File: config.mk
export PLATFORM = sky130hd
export DESIGN_NAME = fan_duty_from_temperature
export DESIGN_NICKNAME = d
export VERILOG_FILES = /design/src/sv/fdt_pkg.sv /design/src/sv/fdt_cfg.sv /design/src/sv/fdt_div.sv /design/src/sv/fan_duty_from_temperature.sv
export SDC_FILE = /design/constraint.sdc
export NUM_CORES = 1
export LEC_CHECK = 0
export BUFFER_PORTS_ARGS = -buffer_cell sky130_fd_sc_hd__buf_4
export CELL_PAD_IN_SITES_DETAIL_PLACEMENT = 1
export CELL_PAD_IN_SITES_GLOBAL_PLACEMENT = 1
export CORE_MARGIN = 5
export CORE_UTILIZATION = 48
export DETAILED_ROUTE_END_ITERATION = 7
export PLACE_DENSITY_LB_ADDON = 0.1
export SLEW_MARGIN = 15
export SYNTH_ARGS = -nofsm -noshare
export SYNTH_HDL_FRONTEND = slang
export SYNTH_SLANG_ARGS = --single-unit
File: constraint.sdc
create_clock -name clk -period 8.25 [get_ports clk]
set_input_delay 2.0625 -clock clk [delete_from_list [all_inputs] [get_ports clk]]
set_output_delay 2.0625 -clock clk [all_outputs]
set_load 0.01 [all_outputs]
File: src/sv/fdt_pkg.sv
package fdt_pkg;

  localparam int TEMP_W = 16;
  localparam int DUTY_W = 10;
  localparam int HYST_W = 10;
  localparam int CFG_W  = 16;
  localparam int IDX_W  = 3;
  localparam int SENS_W = 8;
  localparam int REJ_W  = 3;
  localparam int CNT_W  = 32;
  localparam int QUO_W  = 10;
  localparam int NUM_W  = TEMP_W + QUO_W;
  localparam int STEP_W = 4;

  localparam logic [DUTY_W-1:0] DUTY_FULL     = 10'd1000;
  localparam logic [DUTY_W-1:0] DUTY_ON_LEVEL = 10'd5;
  localparam logic [REJ_W-1:0]  FAN_COUNT     = 3'd4;
  localparam logic [STEP_W-1:0] DIV_STEPS     = 4'd10;

  localparam logic [TEMP_W-1:0] RAMP_START_RST  = 16'd640;
  localparam logic [TEMP_W-1:0] FULL_SPEED_RST  = 16'd880;
  localparam logic [HYST_W-1:0] OFF_HYST_RST    = 10'd48;
  localparam logic [DUTY_W-1:0] MIN_DUTY_RST    = 10'd250;
  localparam logic [DUTY_W-1:0] CHARGE_DUTY_RST = 10'd350;

  localparam logic [IDX_W-1:0] REG_RAMP_START  = 3'd0;
  localparam logic [IDX_W-1:0] REG_FULL_SPEED  = 3'd1;
  localparam logic [IDX_W-1:0] REG_OFF_HYST    = 3'd2;
  localparam logic [IDX_W-1:0] REG_MIN_DUTY    = 3'd3;
  localparam logic [IDX_W-1:0] REG_CHARGE_DUTY = 3'd4;

  typedef enum logic [2:0] {
    CAUSE_OFF_COOL,
    CAUSE_INVALID,
    CAUSE_FAULT,
    CAUSE_MAX,
    CAUSE_MIN_HYST,
    CAUSE_CHARGE,
    CAUSE_RAMP,
    CAUSE_DRIVER
  } cause_t;

  typedef enum logic [1:0] {
    ST_IDLE,
    ST_CALC,
    ST_DIV,
    ST_LOAD
  } state_t;

  typedef struct packed {
    logic signed [TEMP_W-1:0] ramp_start;
    logic signed [TEMP_W-1:0] full_speed;
    logic [HYST_W-1:0]        hyst;
    logic [DUTY_W-1:0]        min_duty;
    logic [DUTY_W-1:0]        charge_duty;
  } cfg_t;

  typedef struct packed {
    logic busy;
    logic done;
  } div_stat_t;

endpackage

File: src/sv/fdt_cfg.sv
module fdt_cfg (
  input  logic                      clk,
  input  logic                      rst,
  input  logic                      wr_en,
  input  logic [fdt_pkg::IDX_W-1:0] wr_index,
  input  logic [fdt_pkg::CFG_W-1:0] wr_data,
  output fdt_pkg::cfg_t             cfg
);

  logic [fdt_pkg::TEMP_W-1:0] ramp_start;
  logic [fdt_pkg::TEMP_W-1:0] full_speed;
  logic [fdt_pkg::HYST_W-1:0] hyst;
  logic [fdt_pkg::DUTY_W-1:0] min_duty;
  logic [fdt_pkg::DUTY_W-1:0] charge_duty;

  always_ff @(posedge clk) begin
    if (rst) begin
      ramp_start  <= fdt_pkg::RAMP_START_RST;
      full_speed  <= fdt_pkg::FULL_SPEED_RST;
      hyst        <= fdt_pkg::OFF_HYST_RST;
      min_duty    <= fdt_pkg::MIN_DUTY_RST;
      charge_duty <= fdt_pkg::CHARGE_DUTY_RST;
    end else if (wr_en) begin
      case (wr_index)
        fdt_pkg::REG_RAMP_START:  ramp_start  <= wr_data;
        fdt_pkg::REG_FULL_SPEED:  full_speed  <= wr_data;
        fdt_pkg::REG_OFF_HYST:    hyst        <= wr_data[fdt_pkg::HYST_W-1:0];
        fdt_pkg::REG_MIN_DUTY:    min_duty    <= wr_data[fdt_pkg::DUTY_W-1:0];
        fdt_pkg::REG_CHARGE_DUTY: charge_duty <= wr_data[fdt_pkg::DUTY_W-1:0];
        default: ;
      endcase
    end
  end

  // duty settings above full scale act as full scale
  always_comb begin
    cfg.ramp_start  = ramp_start;
    cfg.full_speed  = full_speed;
    cfg.hyst        = hyst;
    cfg.min_duty    = (min_duty > fdt_pkg::DUTY_FULL) ? fdt_pkg::DUTY_FULL : min_duty;
    cfg.charge_duty = (charge_duty > fdt_pkg::DUTY_FULL) ? fdt_pkg::DUTY_FULL : charge_duty;
  end

endmodule

File: src/sv/fdt_div.sv
module fdt_div (
  input  logic                        clk,
  input  logic                        rst,
  input  logic                        start,
  input  logic [fdt_pkg::NUM_W-1:0]   num,
  input  logic [fdt_pkg::TEMP_W-1:0]  den,
  output logic [fdt_pkg::QUO_W-1:0]   quo,
  output fdt_pkg::div_stat_t          stat
);

  logic [fdt_pkg::TEMP_W-1:0] rem;
  logic [fdt_pkg::QUO_W-1:0]  sh;
  logic [fdt_pkg::STEP_W-1:0] cnt;
  logic                       busy;
  logic                       done;
  logic [fdt_pkg::TEMP_W:0]   trial;
  logic [fdt_pkg::TEMP_W:0]   diff;
  logic                       ge;

  // restoring division, one quotient bit per cycle; the caller keeps
  // num below den * 2^QUO_W so the top slice already sits under den
  assign trial = {rem, sh[fdt_pkg::QUO_W-1]};
  assign diff  = trial - {1'b0, den};
  assign ge    = trial >= {1'b0, den};

  always_ff @(posedge clk) begin
    if (rst) begin
      busy <= 1'b0;
      done <= 1'b0;
      cnt  <= '0;
    end else begin
      done <= 1'b0;
      if (start) begin
        busy <= 1'b1;
        cnt  <= fdt_pkg::DIV_STEPS;
      end else if (busy) begin
        cnt <= cnt - 1'b1;
        if (cnt == 1) begin
          busy <= 1'b0;
          done <= 1'b1;
        end
      end
    end
  end

  always_ff @(posedge clk) begin
    if (start) begin
      rem <= num[fdt_pkg::NUM_W-1:fdt_pkg::QUO_W];
      sh  <= num[fdt_pkg::QUO_W-1:0];
      quo <= '0;
    end else if (busy) begin
      rem <= ge ? diff[fdt_pkg::TEMP_W-1:0] : trial[fdt_pkg::TEMP_W-1:0];
      sh  <= {sh[fdt_pkg::QUO_W-2:0], 1'b0};
      quo <= {quo[fdt_pkg::QUO_W-2:0], ge};
    end
  end

  assign stat.busy = busy;
  assign stat.done = done;

  a_busy_count: assert property (@(posedge clk) disable iff (rst)
    busy |-> cnt != '0)
    else $error("divider busy with no steps left");

  a_done_after_busy: assert property (@(posedge clk) disable iff (rst)
    done |-> $past(busy) && !busy)
    else $error("divider done without a run");

  a_quo_range: assert property (@(posedge clk) disable iff (rst)
    done |-> quo < fdt_pkg::DUTY_FULL)
    else $error("ramp quotient out of range");

endmodule

File: src/sv/fan_duty_from_temperature.sv
// Fan duty from temperature, one item at a time; output stalls add their length.
// Result registered through the calc and load states, or calc, divide and load
// when the ramp is taken (the serial divider yields one quotient bit per cycle).
// A new beat is taken only once the last result is loaded and the block is idle.
// Synchronous reset restores register defaults and clears duty history,
// cause and the failure count; no clearing pass.
module fan_duty_from_temperature (
  input  logic                              clk,
  input  logic                              rst,
  input  logic                              in_valid,
  output logic                              in_stall,
  input  logic signed [fdt_pkg::TEMP_W-1:0] peak_temp,
  input  logic                              reading_ok,
  input  logic                              sensor_fault,
  input  logic [fdt_pkg::SENS_W-1:0]        usable_sensors,
  input  logic                              over_temp_fault,
  input  logic                              force_full_flag,
  input  logic                              charging,
  input  logic [fdt_pkg::REJ_W-1:0]         fans_rejected,
  output logic                              out_valid,
  input  logic                              out_stall,
  output logic [fdt_pkg::DUTY_W-1:0]        duty,
  output logic                              fan_on,
  output logic [2:0]                        cause,
  output logic                              prior_driver_fault,
  output logic [fdt_pkg::CNT_W-1:0]         fail_total,
  input  logic                              wr_en,
  input  logic [fdt_pkg::IDX_W-1:0]         wr_index,
  input  logic [fdt_pkg::CFG_W-1:0]         wr_data
);

  fdt_pkg::cfg_t      cfg;
  fdt_pkg::div_stat_t div_stat;
  fdt_pkg::state_t    state, state_next;

  logic signed [fdt_pkg::TEMP_W-1:0] t_r;
  logic                              bad_r, ot_r, force_r, chg_r;
  logic [fdt_pkg::REJ_W-1:0]         rej_r;

  logic [fdt_pkg::DUTY_W-1:0] last_duty;
  fdt_pkg::cause_t            last_cause;
  logic [fdt_pkg::CNT_W-1:0]  fail_counter;

  logic [fdt_pkg::DUTY_W-1:0] res_duty;
  fdt_pkg::cause_t            res_cause;
  logic                       res_ramp;
  logic                       rej_flag;

  logic div_start, load_out, accept;

  logic signed [fdt_pkg::TEMP_W:0]   t_x, rs_x, fs_x, span, delta;
  logic signed [fdt_pkg::TEMP_W+1:0] t_b, band_low;
  logic [fdt_pkg::NUM_W-1:0]         num;
  logic [fdt_pkg::QUO_W-1:0]         quo;
  logic [fdt_pkg::CNT_W:0]           fail_sum;
  fdt_pkg::cause_t                   cause_eff, dec_cause, fin_cause, cause_q;
  logic [fdt_pkg::DUTY_W-1:0]        dec_duty, fin_duty, ramp_duty;
  logic                              dec_ramp, was_on, span_pos;

  fdt_cfg u_cfg (
    .clk      (clk),
    .rst      (rst),
    .wr_en    (wr_en),
    .wr_index (wr_index),
    .wr_data  (wr_data),
    .cfg      (cfg)
  );

  fdt_div u_div (
    .clk   (clk),
    .rst   (rst),
    .start (div_start),
    .num   (num),
    .den   (span[fdt_pkg::TEMP_W-1:0]),
    .quo   (quo),
    .stat  (div_stat)
  );

  assign accept = in_valid && !in_stall;

  // classification, evaluated in the calc state
  assign t_x      = {t_r[fdt_pkg::TEMP_W-1], t_r};
  assign rs_x     = {cfg.ramp_start[fdt_pkg::TEMP_W-1], cfg.ramp_start};
  assign fs_x     = {cfg.full_speed[fdt_pkg::TEMP_W-1], cfg.full_speed};
  assign span     = fs_x - rs_x;
  assign span_pos = !span[fdt_pkg::TEMP_W] && (span != '0);
  assign delta    = t_x - rs_x;
  assign num      = fdt_pkg::NUM_W'(delta[fdt_pkg::TEMP_W-1:0])
                    * fdt_pkg::NUM_W'(fdt_pkg::DUTY_FULL);
  assign t_b      = {t_x[fdt_pkg::TEMP_W], t_x};
  assign band_low = {rs_x[fdt_pkg::TEMP_W], rs_x} - {8'd0, cfg.hyst};

  // a rejection of the previous command counts as a driver fault
  assign cause_eff = (rej_r != '0) ? fdt_pkg::CAUSE_DRIVER : last_cause;
  assign was_on    = (last_duty > fdt_pkg::DUTY_ON_LEVEL) &&
                     (cause_eff != fdt_pkg::CAUSE_MAX) &&
                     (cause_eff != fdt_pkg::CAUSE_INVALID) &&
                     (cause_eff != fdt_pkg::CAUSE_FAULT) &&
                     (cause_eff != fdt_pkg::CAUSE_DRIVER);
  assign fail_sum  = {1'b0, fail_counter} + (fdt_pkg::CNT_W+1)'(rej_r);

  always_comb begin
    dec_duty  = '0;
    dec_cause = fdt_pkg::CAUSE_OFF_COOL;
    dec_ramp  = 1'b0;
    if (bad_r) begin
      dec_duty  = fdt_pkg::DUTY_FULL;
      dec_cause = fdt_pkg::CAUSE_INVALID;
    end else if (ot_r) begin
      dec_duty  = fdt_pkg::DUTY_FULL;
      dec_cause = fdt_pkg::CAUSE_FAULT;
    end else if (force_r || (t_x >= fs_x) || !span_pos) begin
      dec_duty  = fdt_pkg::DUTY_FULL;
      dec_cause = fdt_pkg::CAUSE_MAX;
    end else if (t_b <= band_low) begin
      dec_cause = fdt_pkg::CAUSE_OFF_COOL;
    end else if (t_x <= rs_x) begin
      if (was_on) begin
        dec_duty  = cfg.min_duty;
        dec_cause = fdt_pkg::CAUSE_MIN_HYST;
      end else if (chg_r) begin
        dec_duty  = cfg.charge_duty;
        dec_cause = fdt_pkg::CAUSE_CHARGE;
      end
    end else begin
      dec_ramp  = 1'b1;
      dec_cause = fdt_pkg::CAUSE_RAMP;
    end
  end

  // ramp floors
  assign ramp_duty = (quo < cfg.min_duty) ? cfg.min_duty : quo;

  always_comb begin
    fin_duty  = res_duty;
    fin_cause = res_cause;
    if (res_ramp) begin
      if (chg_r && (ramp_duty < cfg.charge_duty)) begin
        fin_duty  = cfg.charge_duty;
        fin_cause = fdt_pkg::CAUSE_CHARGE;
      end else begin
        fin_duty  = ramp_duty;
        fin_cause = fdt_pkg::CAUSE_RAMP;
      end
    end
  end

  always_ff @(posedge clk) begin
    if (rst) begin
      state <= fdt_pkg::ST_IDLE;
    end else begin
      state <= state_next;
    end
  end

  always_comb begin
    state_next = state;
    in_stall   = 1'b1;
    div_start  = 1'b0;
    load_out   = 1'b0;
    case (state)
      fdt_pkg::ST_IDLE: begin
        in_stall = 1'b0;
        if (in_valid) state_next = fdt_pkg::ST_CALC;
      end
      fdt_pkg::ST_CALC: begin
        if (dec_ramp) begin
          div_start  = 1'b1;
          state_next = fdt_pkg::ST_DIV;
        end else begin
          state_next = fdt_pkg::ST_LOAD;
        end
      end
      fdt_pkg::ST_DIV: begin
        if (div_stat.done) state_next = fdt_pkg::ST_LOAD;
      end
      fdt_pkg::ST_LOAD: begin
        if (!out_valid || !out_stall) begin
          load_out   = 1'b1;
          state_next = fdt_pkg::ST_IDLE;
        end
      end
      default: state_next = fdt_pkg::ST_IDLE;
    endcase
  end

  always_ff @(posedge clk) begin
    if (rst) begin
      out_valid    <= 1'b0;
      last_duty    <= '0;
      last_cause   <= fdt_pkg::CAUSE_OFF_COOL;
      fail_counter <= '0;
    end else begin
      out_valid <= load_out || (out_valid && out_stall);
      if (state == fdt_pkg::ST_CALC) begin
        fail_counter <= fail_sum[fdt_pkg::CNT_W] ? '1 : fail_sum[fdt_pkg::CNT_W-1:0];
      end
      if (load_out) begin
        last_duty  <= fin_duty;
        last_cause <= fin_cause;
      end
    end
  end

  always_ff @(posedge clk) begin
    if (accept) begin
      t_r     <= peak_temp;
      bad_r   <= !reading_ok || sensor_fault || (usable_sensors == '0);
      ot_r    <= over_temp_fault;
      force_r <= force_full_flag;
      chg_r   <= charging;
      rej_r   <= (fans_rejected > fdt_pkg::FAN_COUNT) ? fdt_pkg::FAN_COUNT : fans_rejected;
    end
    if (state == fdt_pkg::ST_CALC) begin
      res_duty  <= dec_duty;
      res_cause <= dec_cause;
      res_ramp  <= dec_ramp;
      rej_flag  <= rej_r != '0;
    end
    if (load_out) begin
      duty               <= fin_duty;
      fan_on             <= fin_duty > fdt_pkg::DUTY_ON_LEVEL;
      cause_q            <= fin_cause;
      prior_driver_fault <= rej_flag;
      fail_total         <= fail_counter;
    end
  end

  assign cause = cause_q;

  a_fail_monotone: assert property (@(posedge clk) disable iff (rst)
    $past(!rst) |-> fail_counter >= $past(fail_counter))
    else $error("failure count went down");

  a_duty_range: assert property (@(posedge clk) disable iff (rst)
    out_valid |-> duty <= fdt_pkg::DUTY_FULL && fan_on == (duty > fdt_pkg::DUTY_ON_LEVEL))
    else $error("duty out of range or fan_on inconsistent");

  // a minimum duty at full scale lifts the ramp to full scale
  a_ramp_floor: assert property (@(posedge clk) disable iff (rst)
    out_valid && cause_q == fdt_pkg::CAUSE_RAMP |->
      duty >= cfg.min_duty && duty <= fdt_pkg::DUTY_FULL)
    else $error("ramp duty outside its floor and ceiling");

  a_div_idle_on_start: assert property (@(posedge clk) disable iff (rst)
    div_start |-> !div_stat.busy)
    else $error("divider restarted while busy");

endmodule
---- After elaboration in Yosys (flattened, before gate mapping) ----
Index checks and enable logic that the tools add are counted.
word-level totals
  register bits after elaboration ......... 234
  input bits .............................. 56
  output and inout bits ................... 49
  logic and storage cells ................. 150
operators by class
  add/sub/neg operators ................... 6
  multiply operators ...................... 1
  order comparisons ....................... 11
  equality and inequality tests ........... 15
  muxes and demuxes ....................... 45
  bitwise operators ....................... 2
  reduce and logical (&&, ||, !) cells .... 36
operator list
  cell                                                            count
  two-way mux 10 bit                                              11
  two-way mux 16 bit                                              3
  adder 32 x 3 -> 33 bit                                          1
  two-way mux 32 bit                                              1
  subtractor 16 bit                                               2
  multiplier 16 x 7 -> 23 bit, second input constant              1
  greater-than comparator 10 bit, second input constant           2
  greater-than comparator 10 x 3 -> 1 bit, second input constant  2
  < comparator 10 bit                                             2
  greater-or-equal comparator 17 x 16 -> 1 bit                    1
  less-or-equal comparator 16 x 17 -> 1 bit                       1
  nonzero test 17 bit                                             1
  subtractor 16 x 11 -> 17 bit                                    1
  subtractor 16 x 16 -> 17 bit                                    1
  greater-or-equal comparator 16 bit                              1
  less-or-equal comparator 16 bit                                 1
  two-way mux 1 bit                                               15
  two-way mux 3 bit                                               5
  two-way mux 2 bit                                               7
  AND reduction 2 bit                                             5
  logical AND 1 bit                                               8
  zero test 8 bit                                                 1
  two-way mux 4 bit                                               2
  one-hot mux 2 bit (4 select lines)                              1
  25 further kinds                                                40

---- Logic depth before layout (Yosys ltp) ----
  depth in word-level cells ............... 12
  depth in mapped cells ................... 29
  mapped depth without buffers ............ 29

---- Cells and area by module ----
From an unflattened synthesis, not the netlist that was laid out.
unflattened totals
  cell total of the unflattened synthesis .. 1784
  area, all modules ....................... 16918.7 um2
modules (own cells, without submodules)
  module                     instances  cells each  area each (um2)  sequential area each (um2)
  fan_duty_from_temperature  1          1216        11423.5          3493.4
  fdt_div                    1          310         2855.2           1101.1
  fdt_cfg                    1          258         2640.0           1241.2

---- Worst setup path before layout ----
No wires, ideal clock.
  path kind ............................... register to register
  from .................................... reg u_cfg.ramp_start[1] (netlist bit)
  to ...................................... reg u_div.rem[13] (netlist bit) (data pin)
  library setup time ...................... 259 ps
  arrival ................................. 6171 ps
  required time ........................... 7991 ps
  path slack .............................. 1820 ps
  cell stages (with the launch flop) ...... 27
  path buffers ............................ 0
  clock period less this slack ............ 6430 ps
  path through ............................ dfxtp_1 > inv_1 > ha_1 > nor2b_1 > o21ai_0 > a21boi_0 > o21ai_0 > a211oi_1 > o31ai_1 > nor2b_1 > xor2_1 > inv_1 > fa_1 > fa_1 > fa_1 > inv_1 > fa_1 > inv_1 > ha_1 > a21o_1 > a221oi_1 > o21bai_1 > o21ai_0 > nand2b_1 > a21oi_1 > xor2_1 > mux2i_1
on the way
  cells in the longest elaborated chain, start to end .. 11
  elaborated cells between the ends (all ways) .. 23
  those cells by class .................... add/sub (4); mul (1); order compare (3); mux (10); reduce/logical (5)
RTL lines
  what                                                                  RTL line       text
  start: declaration                                                    fdt_cfg.sv:10  logic [fdt_pkg::TEMP_W-1:0] ramp_start;
  start signal: assignment                                              fdt_cfg.sv:18  ramp_start <= fdt_pkg::RAMP_START_RST;
  start signal: assignment                                              fdt_cfg.sv:25  fdt_pkg::REG_RAMP_START: ramp_start <= wr_data;
  branches (longest 10 deep; another with multiplier 16 x 7 -> 23 bit)  n/a
  two-way mux 16 bit *                                                  fdt_div.sv:47  if (start) begin
  end signal: assignment                                                fdt_div.sv:48  rem <= num[fdt_pkg::NUM_W-1:fdt_pkg::QUO_W];
  end signal: assignment                                                fdt_div.sv:52  rem <= ge ? diff[fdt_pkg::TEMP_W-1:0] : trial[fdt_pkg::TEMP_W-1:0];
  end: declaration                                                      fdt_div.sv:11  logic [fdt_pkg::TEMP_W-1:0] rem;
Every way passes the cells marked *. The select of a mux whose other input is x is not followed.
A chain may end at the register's enable or synchronous reset.

---- Worst setup path in the final report ----
  from .................................... reg u_cfg.ramp_start[1] (netlist bit)
  to ...................................... reg u_div.rem[15] (netlist bit) (data pin)
The elaborated chain is that of the path after synthesis.

==> results.json <==
{
  "first_pass_iters": 4,
  "cts.clk_slew.worst_paths_ns": 0.06,
  "place.gp.congestion": 0.835,
  "gr-total-overflow": 0,
  "crit_type": "reg2reg",
  "drc": 0,
  "worstPathRequired_ns": 8.63,
  "worst_pin_slew_ns": 1.00,
  "crit_buf_inv": 4,
  "cts_tree": "built",
  "hold_buffers": 0,
  "io_buffer_count": 104,
  "layout.nets": 2160,
  "grt_max_degree": 65,
  "cts_root_buf": "clkbuf_16",
  "start_util": 0.486,
  "grt_usage": 0.243,
  "vias_per_cell": 5.72,
  "htree_levels": 1,
  "cp_max_fo": 5,
  "finalSetupViolations": 0,
  "syn_area_um2": 16300,
  "worst_ep_arrival_time_ns": 7.86,
  "dieArea_um2": 37700,
  "skew_ns": 0.0182,
  "synth_area_per_cell_um2": 9.16,
  "cp-startpoint": "u_cfg.ramp_start[1]$_SDFFE_PP0P_",
  "cp-end-kind": "register",
  "path_depth": 26,
  "num_rows": 67,
  "status": "complete, no violations",
  "timing.hold.ws_ns": 0.435,
  "min_period_ns": 7.47,
  "syn_to_final_growth_pct": 13.3,
  "hold_path_class": "reg2reg",
  "ff2ff_setup_slack_ns": 0.78,
  "pin_count": 105,
  "cp-endpoint": "u_div.rem[15]$_DFFE_PP_",
  "yosysWarnings": 0,
  "fin_util": 0.551,
  "cap_viol_max_count": 0,
  "grt_pass1_vias": 14239,
  "rsz0062_at_grt": "no",
  "vias": 13396,
  "antenna_found_initial": 0,
  "r2r_end": "u_div.rem[15]$_DFFE_PP_",
  "layout-drive-gt1-share": 0.103,
  "synth_cell_types": 69,
  "synth.yosys.seq_area_share": 0.352,
  "cts_setup_buffers": 0,
  "insertion_delay_ns": 0.54,
  "slew_viol_final": 0,
  "cts_buffer_depth": 3,
  "synth_ff_type": "dfxtp_1",
  "core_area_um2": 33500,
  "cts_sinks": 233,
  "ctsResizeCount": 0,
  "ys_ff_latch": 233,
  "hold_viol": 0,
  "clock.fmax_ghz": 0.134,
  "drt_wl_total_um": 47300,
  "n_antenna_cell": 0,
  "cts_made_buffers": 28,
  "crit_path_max_incr_delay_ns": 0.60,
  "dieWidth_um": 194,
  "setup-tns-final_ns": 0,
  "cp-start-kind": "register",
  "routedWlPerCell_um": 20.2,
  "ant_nets": 0,
  "drtIter0Drc": 531,
  "async_flop_share": 0,
  "fp.dieH_um": 194,
  "grt_pass1_wl_um": 75500,
  "place_hpwl_um": 37000,
  "netlist_instances": 1780,
  "synth_edf_count": 108,
  "max_slew_margin": 0.322,
  "cp_slowest_cell": "fa_1",
  "path_delay_family": "adder cells",
  "syn_nets": 2066,
  "r2r-start": "u_cfg.ramp_start[1]$_SDFFE_PP0P_",
  "r2r_cells": 26,
  "period_share": 0.906
}
[worst register-to-register path, delay by kind of cell, from the launching register on]
family | cells | cell delay, ns
simple gates | 3 | 0.67
mux | 1 | 0.15
flops | 1 | 0.40
fa+ha+maj | 6 | 2.75
xor+xnor | 1 | 0.34
compound gates | 11 | 2.54
buf+inv | 4 | 0.47
[routing by layer]
layer  GRT usage  vias to the layer above  wire (µm)  share of wire
li1            -                     6428          -              -
met1       0.325                     6695      21600           0.46
met2       0.422                      203      23000           0.49
met3      0.0273                       70       1450          0.031
met4      0.0612                        0       1250          0.026
met5           0                        -          0              0
[worst min path at each step]
stage	start	to	slack (ns)	depth (start not counted)
floorplan	rej_flag$_DFFE_PP_	prior_driver_fault$_DFFE_PP_	0.40	0
global placement	rej_flag$_DFFE_PP_	prior_driver_fault$_DFFE_PP_	0.40	0
detailed placement	rej_flag$_DFFE_PP_	prior_driver_fault$_DFFE_PP_	0.42	0
CTS	rej_flag$_DFFE_PP_	prior_driver_fault$_DFFE_PP_	0.44	0
global route	rej_flag$_DFFE_PP_	prior_driver_fault$_DFFE_PP_	0.45	0
finish	rej_flag$_DFFE_PP_	prior_driver_fault$_DFFE_PP_	0.44	0
[sequential cells by signal, summed over array words and instances (netlist names), 7 cells and up]
name	flops
duty	10
fail_counter	32
fail_total	32
last_duty	9
res_duty	10
t_r	16
u_cfg.charge_duty	10
u_cfg.full_speed	16
u_cfg.hyst	10
u_cfg.min_duty	10
u_cfg.ramp_start	16
u_div.quo	10
u_div.rem	16
u_div.sh	7
[placed cells by master, fill, tap and decap left out, types with 15 or more instances in the layout]
master     Yosys  routed
a21oi_1      163     162
buf_4          1     112
xor2_1        32      32
edfxtp_1     108     108
o31ai_1       15      15
nand4_1       18      18
o21bai_1      15      15
nand2_1      189     189
nor3_1        44      44
nor4_1        17      16
o21ai_0       47      47
mux2i_1       38      38
nand2b_1      16      15
clkbuf_16      0      30
nand3_1       35      35
a21o_1        29      29
xnor2_1       49      49
inv_1        191     191
or2_2         17      17
nand3b_1      16      16
nor2b_1       20      20
ha_1         171     171
dfxtp_1      125     125
and3_1        15      15
nor2_1       139     139
fa_1          59      59
[stage by stage]
stage	cell area [µm²]	setup slack, ns	std cells
after floorplan	16300	1.82	1780
after global placement	17500	1.32	2292
after detailed placement	17500	0.837	2292
after CTS	18500	0.769	2344
after global routing	18500	0.183	2344
final	18500	0.776	2344
[cells in the mapped netlist (all sizes together) (5+ instances only)]
library cell	instances	area share
nand2b	16	0.0061
fa	59	0.072
and3	15	0.0058
nor2b	20	0.0077
o31a	5	0.0027
mux2	15	0.011
edfxtp	108	0.20
dfxtp	125	0.15
nand2	189	0.044
o31ai	15	0.0069
inv	192	0.044
o21bai	15	0.0069
buf	5	0.0016
a21oi	163	0.050
nor3	44	0.014
nor4	17	0.0065
or3	9	0.0035
o21ai	48	0.015
nor2	139	0.032
mux2i	38	0.023
clkbuf	43	0.0099
and2	6	0.0023
nand3	35	0.011
o211ai	8	0.0037
a211o	14	0.0075
a211oi	14	0.0064
nand3b	16	0.0074
xor2	32	0.017
o21a	14	0.0064
ha	171	0.13
or2	17	0.0065
a31oi	11	0.0042
a2111oi	6	0.0032
nand4	18	0.0069
o22ai	5	0.0019
xnor2	49	0.026
a21o	29	0.013
[cells by family (layout without fill, tap and decap cells)]
family                   count (synthesis)  after routing  share of synthesized area
AO/OA/AOI/OAI                          387            387                      0.151
buffers and inverters                  240            356                     0.0557
XOR/XNOR                                81             81                     0.0435
AND/OR/NAND/NOR                        556            556                      0.160
adder cells (fa/ha/maj)                230            230                      0.204
flip-flops                             233            233                      0.352
multiplexers                            53             53                     0.0339
[layout make-up]
type,instances,area (µm²)
Fill cell,3896,15100
Multi-Input combinational cell,1307,9670
Sequential cell,233,5750
Clock buffer,44,853
Timing Repair Buffer,112,841
Inverter,192,721
Tap cell,448,561
Clock inverter,8,76.3
Power is not shown: default switching activity piles up to over one toggle a cycle in this logic, so the estimate is an artifact.
